## src/rtl/load_cell_calibrate_and_weigh_assert.svh

```systemverilog
// assertion macros for the load cell front end
// LCW_ASSERT_IMP checks a consequent in the same cycle, LCW_ASSERT_NXT in the next cycle
`ifndef LOAD_CELL_CALIBRATE_AND_WEIGH_ASSERT_SVH
`define LOAD_CELL_CALIBRATE_AND_WEIGH_ASSERT_SVH

`ifndef NO_ASSERTIONS
`define LCW_ASSERT_IMP(label, clk, rst_n, ante, cons) \
    label: assert property (@(posedge clk) disable iff (!rst_n) (ante) |-> (cons)) \
        else $error("lcw assertion failed");
`define LCW_ASSERT_NXT(label, clk, rst_n, ante, cons) \
    label: assert property (@(posedge clk) disable iff (!rst_n) (ante) |=> (cons)) \
        else $error("lcw assertion failed");
`else
`define LCW_ASSERT_IMP(label, clk, rst_n, ante, cons)
`define LCW_ASSERT_NXT(label, clk, rst_n, ante, cons)
`endif

`endif

```

## src/rtl/lcw_pkg.sv

```systemverilog
package lcw_pkg;

    // request command codes
    typedef enum logic [1:0] {
        CMD_SAMPLE = 2'd0,
        CMD_CAL    = 2'd1,
        CMD_WEIGH  = 2'd2,
        CMD_STOP   = 2'd3
    } cmd_t;

    // configuration register indexes
    localparam logic [2:0] REG_TARE        = 3'd0;
    localparam logic [2:0] REG_PA_ADC      = 3'd1;
    localparam logic [2:0] REG_PA_KG_INT   = 3'd2;
    localparam logic [2:0] REG_PA_KG_FRAC  = 3'd3;
    localparam logic [2:0] REG_PB_ADC      = 3'd4;
    localparam logic [2:0] REG_PB_KG_INT   = 3'd5;
    localparam logic [2:0] REG_PB_KG_FRAC  = 3'd6;
    localparam logic [2:0] REG_TABLE_VALID = 3'd7;

    // result kinds
    localparam logic KIND_WEIGHT = 1'b0;
    localparam logic KIND_CAL    = 1'b1;

    // field widths
    localparam int ADC_W  = 24;
    localparam int INT_W  = 16;
    localparam int FRAC_W = 14;
    localparam int SUM_W  = 28;
    localparam int KG_W   = 30;               // int*10000 + frac fits in 30 bits
    localparam int NUM_W  = KG_W + ADC_W;     // span times delta
    localparam int CFG_W  = 24;

    // fixed point constants
    localparam logic [FRAC_W-1:0] FRAC_ONE  = 14'd10000;
    localparam logic [FRAC_W-1:0] FRAC_MAX  = 14'd9999;
    localparam logic [INT_W-1:0]  INT_MAX   = 16'hFFFF;
    localparam logic [KG_W-1:0]   W_LIMIT   = 30'd655359999;
    // ceil(2^44 / 10000): exact quotient for any 30 bit dividend
    localparam int                RECIP_SHIFT = 44;
    localparam logic [30:0]       RECIP_M     = 31'd1759218605;

    typedef struct packed {
        cmd_t              command;
        logic [ADC_W-1:0]  sample;
        logic [INT_W-1:0]  ref_kg_int;
        logic [FRAC_W-1:0] ref_kg_frac;
        logic              repeat_req;
    } req_t;

    typedef struct packed {
        logic              kind;
        logic [INT_W-1:0]  kg_int;
        logic [FRAC_W-1:0] kg_frac;
        logic [ADC_W-1:0]  avg_adc;
    } rsp_t;

    // controller to datapath
    typedef struct packed {
        logic cal_init;
        logic cal_acc;
        logic w_latch;
        logic w_prep;
        logic w_span;
        logic div_start_cal;
        logic div_start_w;
        logic w_recip;
        logic w_rem;
        logic out_load_cal;
        logic out_load_w;
    } ctl_cmd_t;

    // datapath to controller
    typedef struct packed {
        logic table_valid;
        logic div_busy;
        logic null_result;
        logic out_free;
    } ctl_sts_t;

endpackage

```

## src/rtl/load_cell_calibrate_and_weigh.sv

```systemverilog
// load cell front end: trimmed mean calibration and two-point weighing
// request channel (req_valid / req_stall / req) carries commands: sample,
// start calibrate with a reference mass, start weigh (single or repeat), stop
// result channel (rsp_valid / rsp_stall / rsp) carries weight readings and
// calibration results; configuration is a plain write port (cfg_we, cfg_index,
// cfg_data) used only while the block is idle
// start, stop and non-final samples are taken with no result, and the block stays idle
// a weigh sample passes the prep, span and mul setup states, the bit-serial
// divide (54 quotient bits, one per cycle), the recip and rem states that
// split kg, and then loads the output once the output register is free
// a sample that reads as zero skips the divide and goes from the mul state
// straight to loading the output; the last calibration sample shows its
// result after a pass through the same divider
// one request is worked on at a time; req_stall is high while it is busy and
// the next request is taken in the cycle after the result is loaded
// the result sits in an output register, so a stalled receiver only holds the
// block once a second result is ready
// reset clears the mode, the configuration registers and the accumulators,
// and drops any pending result
`include "load_cell_calibrate_and_weigh_assert.svh"

module load_cell_calibrate_and_weigh
#(
    parameter int SAMPLE_COUNT = 10,
    parameter int ADC_BITS     = 24
)
(
    input  logic                      clk,
    input  logic                      rst_n,
    input  logic                      req_valid,
    output logic                      req_stall,
    input  lcw_pkg::req_t             req,
    output logic                      rsp_valid,
    input  logic                      rsp_stall,
    output lcw_pkg::rsp_t             rsp,
    input  logic                      cfg_we,
    input  logic [2:0]                cfg_index,
    input  logic [lcw_pkg::CFG_W-1:0] cfg_data
);

    lcw_pkg::ctl_cmd_t cmd;
    lcw_pkg::ctl_sts_t sts;

    lcw_ctrl
    #(
        .SAMPLE_COUNT (SAMPLE_COUNT)
    )
    u_ctrl
    (
        .clk         (clk),
        .rst_n       (rst_n),
        .req_valid   (req_valid),
        .req_stall   (req_stall),
        .req_command (req.command),
        .req_repeat  (req.repeat_req),
        .sts         (sts),
        .cmd         (cmd)
    );

    lcw_dp
    #(
        .SAMPLE_COUNT (SAMPLE_COUNT),
        .ADC_BITS     (ADC_BITS)
    )
    u_dp
    (
        .clk       (clk),
        .rst_n     (rst_n),
        .cfg_we    (cfg_we),
        .cfg_index (cfg_index),
        .cfg_data  (cfg_data),
        .req       (req),
        .cmd       (cmd),
        .sts       (sts),
        .rsp_valid (rsp_valid),
        .rsp_stall (rsp_stall),
        .rsp       (rsp)
    );

    // divider runs after every start, and no request is taken during a divide
    `LCW_ASSERT_NXT(a_div_starts, clk, rst_n, cmd.div_start_cal || cmd.div_start_w, sts.div_busy)
    `LCW_ASSERT_IMP(a_no_req_in_div, clk, rst_n, sts.div_busy, req_stall)
    // a loaded result shows on the result channel
    `LCW_ASSERT_NXT(a_load_shows, clk, rst_n, cmd.out_load_cal || cmd.out_load_w, rsp_valid)

endmodule

```

## src/rtl/lcw_div.sv

```systemverilog
module lcw_div
(
    input  logic                        clk,
    input  logic                        rst_n,
    input  logic                        start,
    input  logic [lcw_pkg::NUM_W-1:0]   num,
    input  logic [lcw_pkg::ADC_W-1:0]   den,
    output logic                        busy,
    output logic [lcw_pkg::NUM_W-1:0]   quot
);

    localparam int CNT_W = $clog2(lcw_pkg::NUM_W);
    localparam logic [CNT_W-1:0] CNT_LAST = CNT_W'(lcw_pkg::NUM_W - 1);

    logic                        busy_reg, busy_next;
    logic [CNT_W-1:0]            cnt_reg, cnt_next;
    logic [lcw_pkg::NUM_W-1:0]   quot_reg, quot_next;
    logic [lcw_pkg::ADC_W-1:0]   rem_reg, rem_next;
    logic [lcw_pkg::ADC_W-1:0]   den_reg, den_next;
    logic [lcw_pkg::ADC_W:0]     trial;
    logic                        fits;

    // one restoring step per cycle, msb first
    always_comb
    begin
        trial     = {rem_reg, quot_reg[lcw_pkg::NUM_W-1]};
        fits      = trial >= {1'b0, den_reg};
        busy_next = busy_reg;
        cnt_next  = cnt_reg;
        quot_next = quot_reg;
        rem_next  = rem_reg;
        den_next  = den_reg;
        if (start)
        begin
            busy_next = 1'b1;
            cnt_next  = '0;
            quot_next = num;
            rem_next  = '0;
            den_next  = den;
        end
        else if (busy_reg)
        begin
            quot_next = {quot_reg[lcw_pkg::NUM_W-2:0], fits};
            rem_next  = fits ? lcw_pkg::ADC_W'(trial - {1'b0, den_reg})
                             : trial[lcw_pkg::ADC_W-1:0];
            cnt_next  = cnt_reg + CNT_W'(1);
            if (cnt_reg == CNT_LAST)
            begin
                busy_next = 1'b0;
            end
        end
    end

    always_ff @(posedge clk or negedge rst_n)
    begin
        if (!rst_n)
        begin
            busy_reg <= 1'b0;
            cnt_reg  <= '0;
        end
        else
        begin
            busy_reg <= busy_next;
            cnt_reg  <= cnt_next;
        end
    end

    always_ff @(posedge clk)
    begin
        quot_reg <= quot_next;
        rem_reg  <= rem_next;
        den_reg  <= den_next;
    end

    assign busy = busy_reg;
    assign quot = quot_reg;

endmodule

```

## src/rtl/lcw_dp.sv

```systemverilog
module lcw_dp
#(
    parameter int SAMPLE_COUNT = 10,
    parameter int ADC_BITS     = 24
)
(
    input  logic                          clk,
    input  logic                          rst_n,
    input  logic                          cfg_we,
    input  logic [2:0]                    cfg_index,
    input  logic [lcw_pkg::CFG_W-1:0]     cfg_data,
    input  lcw_pkg::req_t                 req,
    input  lcw_pkg::ctl_cmd_t             cmd,
    output lcw_pkg::ctl_sts_t             sts,
    output logic                          rsp_valid,
    input  logic                          rsp_stall,
    output lcw_pkg::rsp_t                 rsp
);

    localparam int EFF_BITS = (ADC_BITS < lcw_pkg::ADC_W) ? ADC_BITS : lcw_pkg::ADC_W;
    localparam logic [lcw_pkg::ADC_W-1:0] SAMPLE_MASK =
        lcw_pkg::ADC_W'((33'd1 << EFF_BITS) - 33'd1);
    localparam logic [lcw_pkg::ADC_W-1:0] CAL_DIV = lcw_pkg::ADC_W'(SAMPLE_COUNT - 2);

    // configuration registers
    logic [lcw_pkg::ADC_W-1:0]  tare_reg, pa_adc_reg, pb_adc_reg;
    logic [lcw_pkg::INT_W-1:0]  pa_int_reg, pb_int_reg;
    logic [lcw_pkg::FRAC_W-1:0] pa_frac_reg, pb_frac_reg;
    logic                       tv_reg;

    always_ff @(posedge clk or negedge rst_n)
    begin
        if (!rst_n)
        begin
            tare_reg    <= '0;
            pa_adc_reg  <= '0;
            pa_int_reg  <= '0;
            pa_frac_reg <= '0;
            pb_adc_reg  <= '0;
            pb_int_reg  <= '0;
            pb_frac_reg <= '0;
            tv_reg      <= 1'b0;
        end
        else if (cfg_we)
        begin
            unique case (cfg_index)
                lcw_pkg::REG_TARE:        tare_reg    <= cfg_data[lcw_pkg::ADC_W-1:0];
                lcw_pkg::REG_PA_ADC:      pa_adc_reg  <= cfg_data[lcw_pkg::ADC_W-1:0];
                lcw_pkg::REG_PA_KG_INT:   pa_int_reg  <= cfg_data[lcw_pkg::INT_W-1:0];
                lcw_pkg::REG_PA_KG_FRAC:  pa_frac_reg <= cfg_data[lcw_pkg::FRAC_W-1:0];
                lcw_pkg::REG_PB_ADC:      pb_adc_reg  <= cfg_data[lcw_pkg::ADC_W-1:0];
                lcw_pkg::REG_PB_KG_INT:   pb_int_reg  <= cfg_data[lcw_pkg::INT_W-1:0];
                lcw_pkg::REG_PB_KG_FRAC:  pb_frac_reg <= cfg_data[lcw_pkg::FRAC_W-1:0];
                lcw_pkg::REG_TABLE_VALID: tv_reg      <= cfg_data[0];
                default: ;
            endcase
        end
    end

    logic [lcw_pkg::ADC_W-1:0] s_masked;
    assign s_masked = req.sample & SAMPLE_MASK;

    // calibration accumulators
    logic [lcw_pkg::SUM_W-1:0]  sum_reg;
    logic [lcw_pkg::ADC_W-1:0]  max_reg, min_reg;
    logic [lcw_pkg::INT_W-1:0]  held_int_reg;
    logic [lcw_pkg::FRAC_W-1:0] held_frac_reg;

    always_ff @(posedge clk or negedge rst_n)
    begin
        if (!rst_n)
        begin
            sum_reg       <= '0;
            max_reg       <= '0;
            min_reg       <= '1;
            held_int_reg  <= '0;
            held_frac_reg <= '0;
        end
        else if (cmd.cal_init)
        begin
            sum_reg       <= '0;
            max_reg       <= '0;
            min_reg       <= '1;
            held_int_reg  <= req.ref_kg_int;
            held_frac_reg <= req.ref_kg_frac;
        end
        else if (cmd.cal_acc)
        begin
            sum_reg <= sum_reg + lcw_pkg::SUM_W'(s_masked);
            if (s_masked > max_reg)
            begin
                max_reg <= s_masked;
            end
            if (s_masked < min_reg)
            begin
                min_reg <= s_masked;
            end
        end
    end

    logic [lcw_pkg::SUM_W-1:0] cal_num;
    assign cal_num = sum_reg - lcw_pkg::SUM_W'(max_reg) - lcw_pkg::SUM_W'(min_reg);

    // weighing pipeline registers
    logic [lcw_pkg::ADC_W-1:0] s_reg, zero_reg, dcal_reg, delta_reg;
    logic [lcw_pkg::KG_W-1:0]  lo_kg_reg, hi_kg_reg, span_reg, w30_reg;
    logic                      null_reg, sat_reg;
    logic [lcw_pkg::INT_W-1:0] q_reg;
    logic [lcw_pkg::FRAC_W-1:0] frac_reg;

    logic                      b_upper;
    logic [lcw_pkg::ADC_W-1:0] lo_adc, hi_adc;
    logic [lcw_pkg::KG_W-1:0]  a_kg, b_kg;
    logic [lcw_pkg::KG_W:0]    span;
    logic [lcw_pkg::NUM_W-1:0] prod;
    logic [lcw_pkg::NUM_W-1:0] quot;
    logic [60:0]               rprod;

    // combined kg values and lower / upper point selection
    always_comb
    begin
        b_upper = pb_adc_reg >= pa_adc_reg;
        lo_adc  = b_upper ? pa_adc_reg : pb_adc_reg;
        hi_adc  = b_upper ? pb_adc_reg : pa_adc_reg;
        a_kg    = lcw_pkg::KG_W'(pa_int_reg) * lcw_pkg::KG_W'(lcw_pkg::FRAC_ONE)
                  + lcw_pkg::KG_W'(pa_frac_reg);
        b_kg    = lcw_pkg::KG_W'(pb_int_reg) * lcw_pkg::KG_W'(lcw_pkg::FRAC_ONE)
                  + lcw_pkg::KG_W'(pb_frac_reg);
        span    = {1'b0, hi_kg_reg} - {1'b0, lo_kg_reg};
        prod    = lcw_pkg::NUM_W'(span_reg) * lcw_pkg::NUM_W'(delta_reg);
        rprod   = 61'(quot[lcw_pkg::KG_W-1:0]) * 61'(lcw_pkg::RECIP_M);
    end

    always_ff @(posedge clk)
    begin
        if (cmd.w_latch)
        begin
            s_reg <= s_masked;
        end
        if (cmd.w_prep)
        begin
            zero_reg  <= (tare_reg != '0) ? tare_reg : lo_adc;
            dcal_reg  <= hi_adc - lo_adc;
            lo_kg_reg <= b_upper ? a_kg : b_kg;
            hi_kg_reg <= b_upper ? b_kg : a_kg;
        end
        if (cmd.w_span)
        begin
            // at or below zero, flat table, or negative or zero span all read as zero
            null_reg  <= (s_reg <= zero_reg) || (dcal_reg == '0)
                         || span[lcw_pkg::KG_W] || (span == '0);
            span_reg  <= span[lcw_pkg::KG_W-1:0];
            delta_reg <= s_reg - zero_reg;
        end
        if (cmd.w_recip)
        begin
            sat_reg <= quot > lcw_pkg::NUM_W'(lcw_pkg::W_LIMIT);
            w30_reg <= quot[lcw_pkg::KG_W-1:0];
            q_reg   <= rprod[lcw_pkg::RECIP_SHIFT +: lcw_pkg::INT_W];
        end
        if (cmd.w_rem)
        begin
            frac_reg <= lcw_pkg::FRAC_W'(w30_reg - lcw_pkg::KG_W'(q_reg)
                                        * lcw_pkg::KG_W'(lcw_pkg::FRAC_ONE));
        end
    end

    // shared divider: weight over adc span, or trimmed sum over count minus two
    logic                      div_start, div_busy;
    logic [lcw_pkg::NUM_W-1:0] div_num;
    logic [lcw_pkg::ADC_W-1:0] div_den;

    assign div_start = cmd.div_start_cal || cmd.div_start_w;
    assign div_num   = cmd.div_start_w ? prod : lcw_pkg::NUM_W'(cal_num);
    assign div_den   = cmd.div_start_w ? dcal_reg : CAL_DIV;

    lcw_div u_div
    (
        .clk   (clk),
        .rst_n (rst_n),
        .start (div_start),
        .num   (div_num),
        .den   (div_den),
        .busy  (div_busy),
        .quot  (quot)
    );

    // output register
    logic          rsp_valid_reg, rsp_valid_next;
    lcw_pkg::rsp_t rsp_reg, rsp_next;
    logic          out_free;

    assign out_free = !rsp_valid_reg || !rsp_stall;

    always_comb
    begin
        rsp_valid_next = rsp_valid_reg && rsp_stall;
        rsp_next       = rsp_reg;
        if (cmd.out_load_cal)
        begin
            rsp_valid_next   = 1'b1;
            rsp_next.kind    = lcw_pkg::KIND_CAL;
            rsp_next.kg_int  = held_int_reg;
            rsp_next.kg_frac = held_frac_reg;
            rsp_next.avg_adc = quot[lcw_pkg::ADC_W-1:0];
        end
        else if (cmd.out_load_w)
        begin
            rsp_valid_next   = 1'b1;
            rsp_next.kind    = lcw_pkg::KIND_WEIGHT;
            rsp_next.avg_adc = '0;
            if (null_reg)
            begin
                rsp_next.kg_int  = '0;
                rsp_next.kg_frac = '0;
            end
            else if (sat_reg)
            begin
                rsp_next.kg_int  = lcw_pkg::INT_MAX;
                rsp_next.kg_frac = lcw_pkg::FRAC_MAX;
            end
            else
            begin
                rsp_next.kg_int  = q_reg;
                rsp_next.kg_frac = frac_reg;
            end
        end
    end

    always_ff @(posedge clk or negedge rst_n)
    begin
        if (!rst_n)
        begin
            rsp_valid_reg <= 1'b0;
        end
        else
        begin
            rsp_valid_reg <= rsp_valid_next;
        end
    end

    always_ff @(posedge clk)
    begin
        rsp_reg <= rsp_next;
    end

    assign rsp_valid       = rsp_valid_reg;
    assign rsp             = rsp_reg;
    assign sts.table_valid = tv_reg;
    assign sts.div_busy    = div_busy;
    assign sts.null_result = null_reg;
    assign sts.out_free    = out_free;

endmodule

```

## src/rtl/lcw_ctrl.sv

```systemverilog
module lcw_ctrl
#(
    parameter int SAMPLE_COUNT = 10
)
(
    input  logic                 clk,
    input  logic                 rst_n,
    input  logic                 req_valid,
    output logic                 req_stall,
    input  lcw_pkg::cmd_t        req_command,
    input  logic                 req_repeat,
    input  lcw_pkg::ctl_sts_t    sts,
    output lcw_pkg::ctl_cmd_t    cmd
);

    localparam int LEFT_W = $clog2(SAMPLE_COUNT + 1);
    localparam logic [LEFT_W-1:0] LEFT_INIT = LEFT_W'(SAMPLE_COUNT);
    localparam logic [LEFT_W-1:0] LEFT_ONE  = LEFT_W'(1);

    typedef enum logic [10:0] {
        S_IDLE    = 11'b000_0000_0001,
        S_CAL_SUB = 11'b000_0000_0010,
        S_CDIV    = 11'b000_0000_0100,
        S_OUT_CAL = 11'b000_0000_1000,
        S_W_PREP  = 11'b000_0001_0000,
        S_W_SPAN  = 11'b000_0010_0000,
        S_W_MUL   = 11'b000_0100_0000,
        S_WDIV    = 11'b000_1000_0000,
        S_W_RECIP = 11'b001_0000_0000,
        S_W_REM   = 11'b010_0000_0000,
        S_OUT_W   = 11'b100_0000_0000
    } state_t;

    typedef enum logic [1:0] {
        MODE_IDLE  = 2'd0,
        MODE_CAL   = 2'd1,
        MODE_WEIGH = 2'd2
    } mode_t;

    state_t            state_reg, state_next;
    mode_t             mode_reg, mode_next;
    logic              cont_reg, cont_next;
    logic [LEFT_W-1:0] left_reg, left_next;
    logic              accept;

    assign accept    = req_valid && (state_reg == S_IDLE);
    assign req_stall = state_reg != S_IDLE;

    always_comb
    begin
        state_next = state_reg;
        mode_next  = mode_reg;
        cont_next  = cont_reg;
        left_next  = left_reg;
        cmd        = '0;
        unique case (state_reg)
            S_IDLE:
            begin
                // request decode
                if (accept)
                begin
                    unique case (req_command)
                        lcw_pkg::CMD_CAL:
                        begin
                            cmd.cal_init = 1'b1;
                            left_next    = LEFT_INIT;
                            mode_next    = MODE_CAL;
                        end
                        lcw_pkg::CMD_WEIGH:
                        begin
                            cont_next = req_repeat;
                            mode_next = MODE_WEIGH;
                        end
                        lcw_pkg::CMD_STOP:
                        begin
                            cont_next = 1'b0;
                            mode_next = MODE_IDLE;
                        end
                        lcw_pkg::CMD_SAMPLE:
                        begin
                            if (mode_reg == MODE_CAL)
                            begin
                                cmd.cal_acc = 1'b1;
                                if (left_reg > LEFT_ONE)
                                begin
                                    left_next = left_reg - LEFT_ONE;
                                end
                                else
                                begin
                                    left_next  = '0;
                                    mode_next  = MODE_IDLE;
                                    state_next = S_CAL_SUB;
                                end
                            end
                            else if (mode_reg == MODE_WEIGH)
                            begin
                                if (sts.table_valid)
                                begin
                                    cmd.w_latch = 1'b1;
                                    state_next  = S_W_PREP;
                                end
                                if (!cont_reg)
                                begin
                                    mode_next = MODE_IDLE;
                                end
                            end
                        end
                        default: ;
                    endcase
                end
            end
            S_CAL_SUB:
            begin
                cmd.div_start_cal = 1'b1;
                state_next        = S_CDIV;
            end
            S_CDIV:
            begin
                if (!sts.div_busy)
                begin
                    state_next = S_OUT_CAL;
                end
            end
            S_OUT_CAL:
            begin
                if (sts.out_free)
                begin
                    cmd.out_load_cal = 1'b1;
                    state_next       = S_IDLE;
                end
            end
            S_W_PREP:
            begin
                cmd.w_prep = 1'b1;
                state_next = S_W_SPAN;
            end
            S_W_SPAN:
            begin
                cmd.w_span = 1'b1;
                state_next = S_W_MUL;
            end
            S_W_MUL:
            begin
                // zero readings skip the divide
                if (sts.null_result)
                begin
                    state_next = S_OUT_W;
                end
                else
                begin
                    cmd.div_start_w = 1'b1;
                    state_next      = S_WDIV;
                end
            end
            S_WDIV:
            begin
                if (!sts.div_busy)
                begin
                    state_next = S_W_RECIP;
                end
            end
            S_W_RECIP:
            begin
                cmd.w_recip = 1'b1;
                state_next  = S_W_REM;
            end
            S_W_REM:
            begin
                cmd.w_rem  = 1'b1;
                state_next = S_OUT_W;
            end
            S_OUT_W:
            begin
                if (sts.out_free)
                begin
                    cmd.out_load_w = 1'b1;
                    state_next     = S_IDLE;
                end
            end
            default:
            begin
                state_next = S_IDLE;
            end
        endcase
    end

    always_ff @(posedge clk or negedge rst_n)
    begin
        if (!rst_n)
        begin
            state_reg <= S_IDLE;
            mode_reg  <= MODE_IDLE;
            cont_reg  <= 1'b0;
            left_reg  <= '0;
        end
        else
        begin
            state_reg <= state_next;
            mode_reg  <= mode_next;
            cont_reg  <= cont_next;
            left_reg  <= left_next;
        end
    end

endmodule

```

## config.mk

```make
export PLATFORM = sky130hd
export DESIGN_NAME = load_cell_calibrate_and_weigh
export DESIGN_NICKNAME = d
export VERILOG_FILES = /design/src/rtl/lcw_pkg.sv /design/src/rtl/load_cell_calibrate_and_weigh.sv /design/src/rtl/lcw_div.sv /design/src/rtl/lcw_dp.sv /design/src/rtl/lcw_ctrl.sv
export VERILOG_INCLUDE_DIRS = /design/src /design/src/rtl
export SDC_FILE = /design/constraint.sdc
export NUM_CORES = 2
export LEC_CHECK = 0
export ABC_AREA = 1
export BUFFER_PORTS_ARGS = -buffer_cell sky130_fd_sc_hd__clkbuf_2
export CAP_MARGIN = 20
export CELL_PAD_IN_SITES_DETAIL_PLACEMENT = 1
export CELL_PAD_IN_SITES_GLOBAL_PLACEMENT = 2
export CORE_ASPECT_RATIO = 1.25
export CORE_MARGIN = 2
export CORE_UTILIZATION = 41
export CTS_CLUSTER_DIAMETER = 30
export DETAILED_ROUTE_END_ITERATION = 8
export PLACE_DENSITY = 0.81
export SLEW_MARGIN = 25
export SYNTH_ARGS = -nofsm -noshare
export SYNTH_HDL_FRONTEND = slang
export SYNTH_SLANG_ARGS = --single-unit
```

## constraint.sdc

```tcl
create_clock -name clk -period 8.7 [get_ports clk]
set_input_delay 0.87 -clock clk [delete_from_list [all_inputs] [get_ports clk]]
set_output_delay 0.87 -clock clk [all_outputs]
set_load 0.05 [all_outputs]
```

# After elaboration in Yosys (flattened, before gate mapping)
# Cells that the tools add are included.
# op_classes
addsub	12
n_mul	5
n_div	0
magnitude_cmp	7
eq_ne	37
n_shift	0
mux	66
bitwise	0
reduce_logical	36
# op_table
operator	count
54-bit 2-to-1 mux	5
24-bit 2-to-1 mux	10
30-bit 2-to-1 mux	4
11-bit 2-to-1 mux	10
11-bit case mux with 10 select lines	1
24-bit subtractor	3
30-bit by 14-bit adder with 30-bit output	2
30-bit by 31-bit multiplier with 60-bit output (second input constant)	1
28-bit 2-to-1 mux	2
28-bit by 24-bit subtractor with 28-bit output	2
54-bit by 30-bit > comparator with 1-bit output (second input constant)	1
30-bit by 24-bit multiplier with 54-bit output	1
16-bit by 10-bit multiplier with 26-bit output (second input constant)	2
31-bit zero test	1
30-bit by 30-bit subtractor with 31-bit output	1
28-bit by 24-bit adder with 28-bit output	1
25-bit by 24-bit >= comparator with 1-bit output	1
24-bit >= comparator	1
24-bit > comparator	1
24-bit less-or-equal comparator	1
24-bit zero test	1
24-bit < comparator	1
24-bit nonzero test	1
1-bit 2-to-1 mux	20
47 further kinds	89
# totals
register_bits	654
latchBits	0
mem_bits_rw	0
rom_bits	0
input_bits	89
out_inout_bits	57
wordCells	202
memories	0

# Depth between registers and ports, before layout
# depth
depth_word	8
ltp_mapped	32
ltp_nobuf	31

# Modules after synthesis
# Synthesis repeated with hierarchy kept, for this count alone.
# hier_totals
hier_cells	10480
hier_area_um2	86307.8
# modules_own_cells
mod	n_inst	cells_per_inst	area_each_um2	seq_area_each_um2
lcw_dp	1	9432	78524.1	14644.0
lcw_div	1	876	6523.8	2997.9
lcw_ctrl	1	172	1260.0	451.7

# Least setup slack after synthesis
# Ideal clock, no wire load.
# synth_path
kind	reg2reg
from	register u_ctrl.state_reg[9]
to	register u_dp.delta_reg[0] (netlist bit), enable pin
setup_ps	607
arrival_ps	6275
required_time_ps	8093
setup_slack_ps	1818
stages_incl_launch_ff	6
path_buffers	0
synth_period_minus_slack_ps	6882
cell_sequence	dfrtp_1 -> nor3_2 -> inv_1 -> nor2_1 -> inv_1 -> nor4_1
# synth_via
elab_chain_cells	2
# synth_lines
item	line_no	text
from (decl)	lcw_ctrl.sv:40	state_t state_reg, state_next;
from (signal assigned)	lcw_ctrl.sv:198	state_reg <= state_next;
11-bit by 6-bit equality test with 1-bit output	lcw_ctrl.sv:56	unique case (state_reg)
1-bit 2-to-1 mux	lcw_ctrl.sv:56	
to (signal assigned)	lcw_dp.sv:153	delta_reg <= s_reg - zero_reg;
to (decl)	lcw_dp.sv:105	logic [lcw_pkg::ADC_W-1:0] s_reg, zero_reg, dcal_reg, delta_reg;
# No other way between the ends.
# A chain may end at the register's enable or synchronous reset.

# Worst setup path in the final report
# layout_path
from	register u_dp.span_reg[26] (netlist bit)
to	register u_dp.u_div.quot_reg, in the netlist u_dp.u_div.quot[44], data pin
# layout_via
elab_chain_cells	3
# layout_lines
item	line_no	text
from (decl)	lcw_dp.sv:106	logic [lcw_pkg::KG_W-1:0] lo_kg_reg, hi_kg_reg, span_reg, w30_reg;
from (signal assigned)	lcw_dp.sv:152	span_reg <= span[lcw_pkg::KG_W-1:0];
30-bit by 24-bit multiplier with 54-bit output	lcw_dp.sv:130	prod = lcw_pkg::NUM_W'(span_reg) * lcw_pkg::NUM_W'(delta_reg);
54-bit 2-to-1 mux	lcw_dp.sv:174	assign div_num = cmd.div_start_w ? prod : lcw_pkg::NUM_W'(cal_num);
54-bit 2-to-1 mux	lcw_div.sv:33	if (start)
via u_dp.u_div.quot_next (one bit)	lcw_div.sv:17	logic [lcw_pkg::NUM_W-1:0] quot_reg, quot_next;
to (signal assigned)	lcw_div.sv:70	quot_reg <= quot_next;
to (decl)	lcw_div.sv:17	
# The timed path passes the listed nets, and every way through them passes these cells.

==> flow_summary_export.csv <==
group,metric,value,unit
run_status,status,"finished clean",
global_route,grtUsageTotal,28.30,%
sta,fin_crit_sh,89.04,%
flow_run,drv_cap,0,
cts,post_cts_buffers,0,
cts,numClockSinks,654,
worst_setup_path,critical_path.top_delay_family,"adder cells",
global_route,antenna_found_initial,9,
synth,synth-main-ff-cell,"edfxtp_1",
sta,rsz0062_at_grt,"false",
synth,yosys_register_bits,654,
cells_and_area,area_growth_syn_to_layout,11.57,%
routing,first_pass_iters,5,
worst_setup_path,cp.buffers_inverters,6,
placement,io_buffers,145,
synth,synth_top_family_by_area,"adder cells",
sta,final-setup-viol-count,0,
worst_setup_path,worstPathRequired,9.18,ns
worst_setup_path,crit_top_cell,"fa_1",
synth,synth_xor_area_share,2.383,%
floorplanning,start_util,41.32,%
cts,cts_hold_buffers,0,
cts,numCtsBuffers,153,
cts,clk_pin_slew_worst_paths,0.05,ns
synth,seq_area_frac_synth,21.50,%
placement,gp_congestion,0.9924,
cts,clock_latency,0.84,ns
floorplanning,coreArea,203700,sq um
synth,synthArstFlopShare,40.52,%
hold_path,hp-class,"primary input to flip-flop",
synth,synth_top_area_share,26.85,%
global_route,grt_pass1_vias,76200,
sta,setup-tns-final,0,ns
synth,synth_largest_area_cell,"fa_1",
sta,skew,0.08808,ns
synth,yosys.area_share.simple,14.09,%
synth,synth_mux_area_share,0,%
synth,yosys_warnings,0,
floorplanning,die_width,409.3,microns
sta,worstMarginPinSlew,1.116,ns
cts,cts_resized,0,
floorplanning,dieArea,209000,sq um
sta,worst_hold_slack,0.3003,ns
synth,syn_nets,12160,
floorplanning,die_h,510.6,microns
worst_setup_path,critical_path_arrival,8.22,ns
synth,synth_cell_types,66,
placement,postPlaceCellArea,88340,sq um
routing,met2_length,145.6,mm
worst_setup_path,end_kind,"flip-flop",
routing,routedWlPerCell,22.22,microns
sta,hold_viol,0,
worst_setup_path,crit_path_start_kind,"flip-flop",
routing,wl_met3,12.34,mm
synth,synthAdderAreaFrac,40.27,%
cells_and_area,final_area,93910,sq um
synth,synth_compound_area_share,9.170,%
synth,synthCells,10040,
worst_setup_path,worst_path_largest_cell_delay,1.06,ns
cts,htree_levels,4,
synth,yosys-top-cells-area,"fa_1, ha_1, edfxtp_1",
routing,highest_layer,"met5",
cells_and_area,final_nets,12340,
cts,cts_buffer_depth,3,
cts,cts_tree,"yes",
global_route,grt_pass1_wl,450.1,mm
routing,vias,67520,
synth,synth-edff-count,364,
worst_setup_path,reg2reg_setup_slack,0.95,ns
sta,fin_crit,7.746,ns
global_route,grt_max_degree,152,
global_route,grt-ovfl-total,0,
sta,relSlewSlack,25.08,%
worst_setup_path,cp_max_fo,19,
cells_and_area,drive_above_1_share,6.002,%
routing,antenna_left,0,
floorplanning,io-pin-count,146,
routing,via_per_inst,5.170,
synth,avgSynthCellArea,8.388,sq um
routing,dr.first_iter.drc_count,3322,
synth,synth_area,84170,sq um
sta,slew_viol_final,0,
worst_setup_path,crit_slowest_cell,"edfxtp_1",
placement,hpwl,242.2,mm
floorplanning,std_cell_rows,185,
cts,ctsRootBufferMaster,"clkbuf_16",
worst_setup_path,path_class,"flip-flop to flip-flop",
sta,fmax,0.1291,GHz
cells_and_area,largest_register_ffs,55,
routing,totalWireLength,290.1,mm
routing,route.detailed.drc,0,
routing,drt-met1-wl,121.3,mm
-- metrics by stage --
step	util (%)	worst slack, ns	cells
final	46.10	0.9537	13060
after CTS	46.04	0.8774	13050
after detailed placement	43.37	0.9437	12770
after global routing	46.10	0.4358	13060
after floorplan	-	1.818	10040
after global placement	43.35	1.027	12760
-- cell families (layout without fill, tap and decap cells) --
kind of cell	Yosys count	after routing
compound gates	1391	1391
simple gates	2920	2920
other cells	0	1
xor+xnor	229	229
buf+inv	2809	3121
flops	654	654
fa+ha+maj	2032	2032
-- cells in the final DEF (no fill, tap or decap), types with 68 or more instances in the layout --
master and count:
xor2_1 149, inv_1 2552, nand4_1 82, nor3_1 68, buf_4 117, clkbuf_16 154, a21oi_1 515, nand3_1 215
nor2_1 524, o21ai_0 531, clkbuf_2 144, dfrtp_1 240, fa_1 1129, xnor2_1 79, nand2_1 1919, edfxtp_1 364
ha_1 903
-- layer usage --
| metal | up-vias | GRT usage (%) |
|---|---|---|
| met1 | 34350 | 35.02 |
| met3 | 455 | 4.026 |
| met4 | 6 | 9.743 |
| met2 | 1310 | 50.37 |
| met5 | - | 0 |
| li1 | 31400 | - |
-- synthesized netlist by cell type, types with 79 or more instances --
library cell,instances
nand2_1,1922
o21ai_0,535
xor2_1,150
dfrtp_1,240
ha_1,903
clkbuf_1,220
inv_1,2553
nor2_1,527
nand4_1,82
xnor2_1,79
a21oi_1,517
edfxtp_1,364
fa_1,1129
nand3_1,217
-- final timing paths --
path / start / end / depth (start not counted)
setup / recovery: u_dp.span_reg[26] / u_dp.u_div.quot[44] / 26
hold / removal: req[4] / u_dp.held_frac_reg[3] / 3
setup reg to reg: u_dp.span_reg[26] / u_dp.u_div.quot[44] / 26
hold reg to reg: u_dp.w30_reg[3] / u_dp.frac_reg[3] / 0
max in group asynchronous: rst_n / u_dp.pb_int_reg[12] / 3
min in group asynchronous: rst_n / u_dp.sum_reg[18] / 2
-- area by class of cell --
cell class	count	area [sq um]
Fill cell	24280	109800
Clock buffer	164	3901
Tap cell	2711	3392
Antenna cell	1	2.502
Timing Repair Buffer	273	1803
Inverter	2563	9620
Multi-Input combinational cell	6572	55570
Sequential cell	654	18090
Clock inverter	121	1530
-- worst register-to-register path, stage by stage, from the launching register on --
cell	delay [ns]
edfxtp_1	1.06
nand2_1	0.20
fa_1	0.58
inv_1	0.05
fa_1	0.48
inv_1	0.06
fa_1	0.46
fa_1	0.56
inv_1	0.06
fa_1	0.53
fa_1	0.51
inv_1	0.05
fa_1	0.52
inv_1	0.06
ha_1	0.39
nand2_1	0.10
inv_1	0.08
nand2_1	0.06
nor3_1	0.26
nand3_1	0.11
o21ai_0	0.50
nand2_1	0.11
nand2_1	0.17
a21o_1	0.15
a21oi_1	0.06
o21ai_0	0.14
o21ai_0	0.12
Power is left out: the tool's default activity adds up to more than one toggle a clock period on the data nets, which glitch-free logic cannot reach.
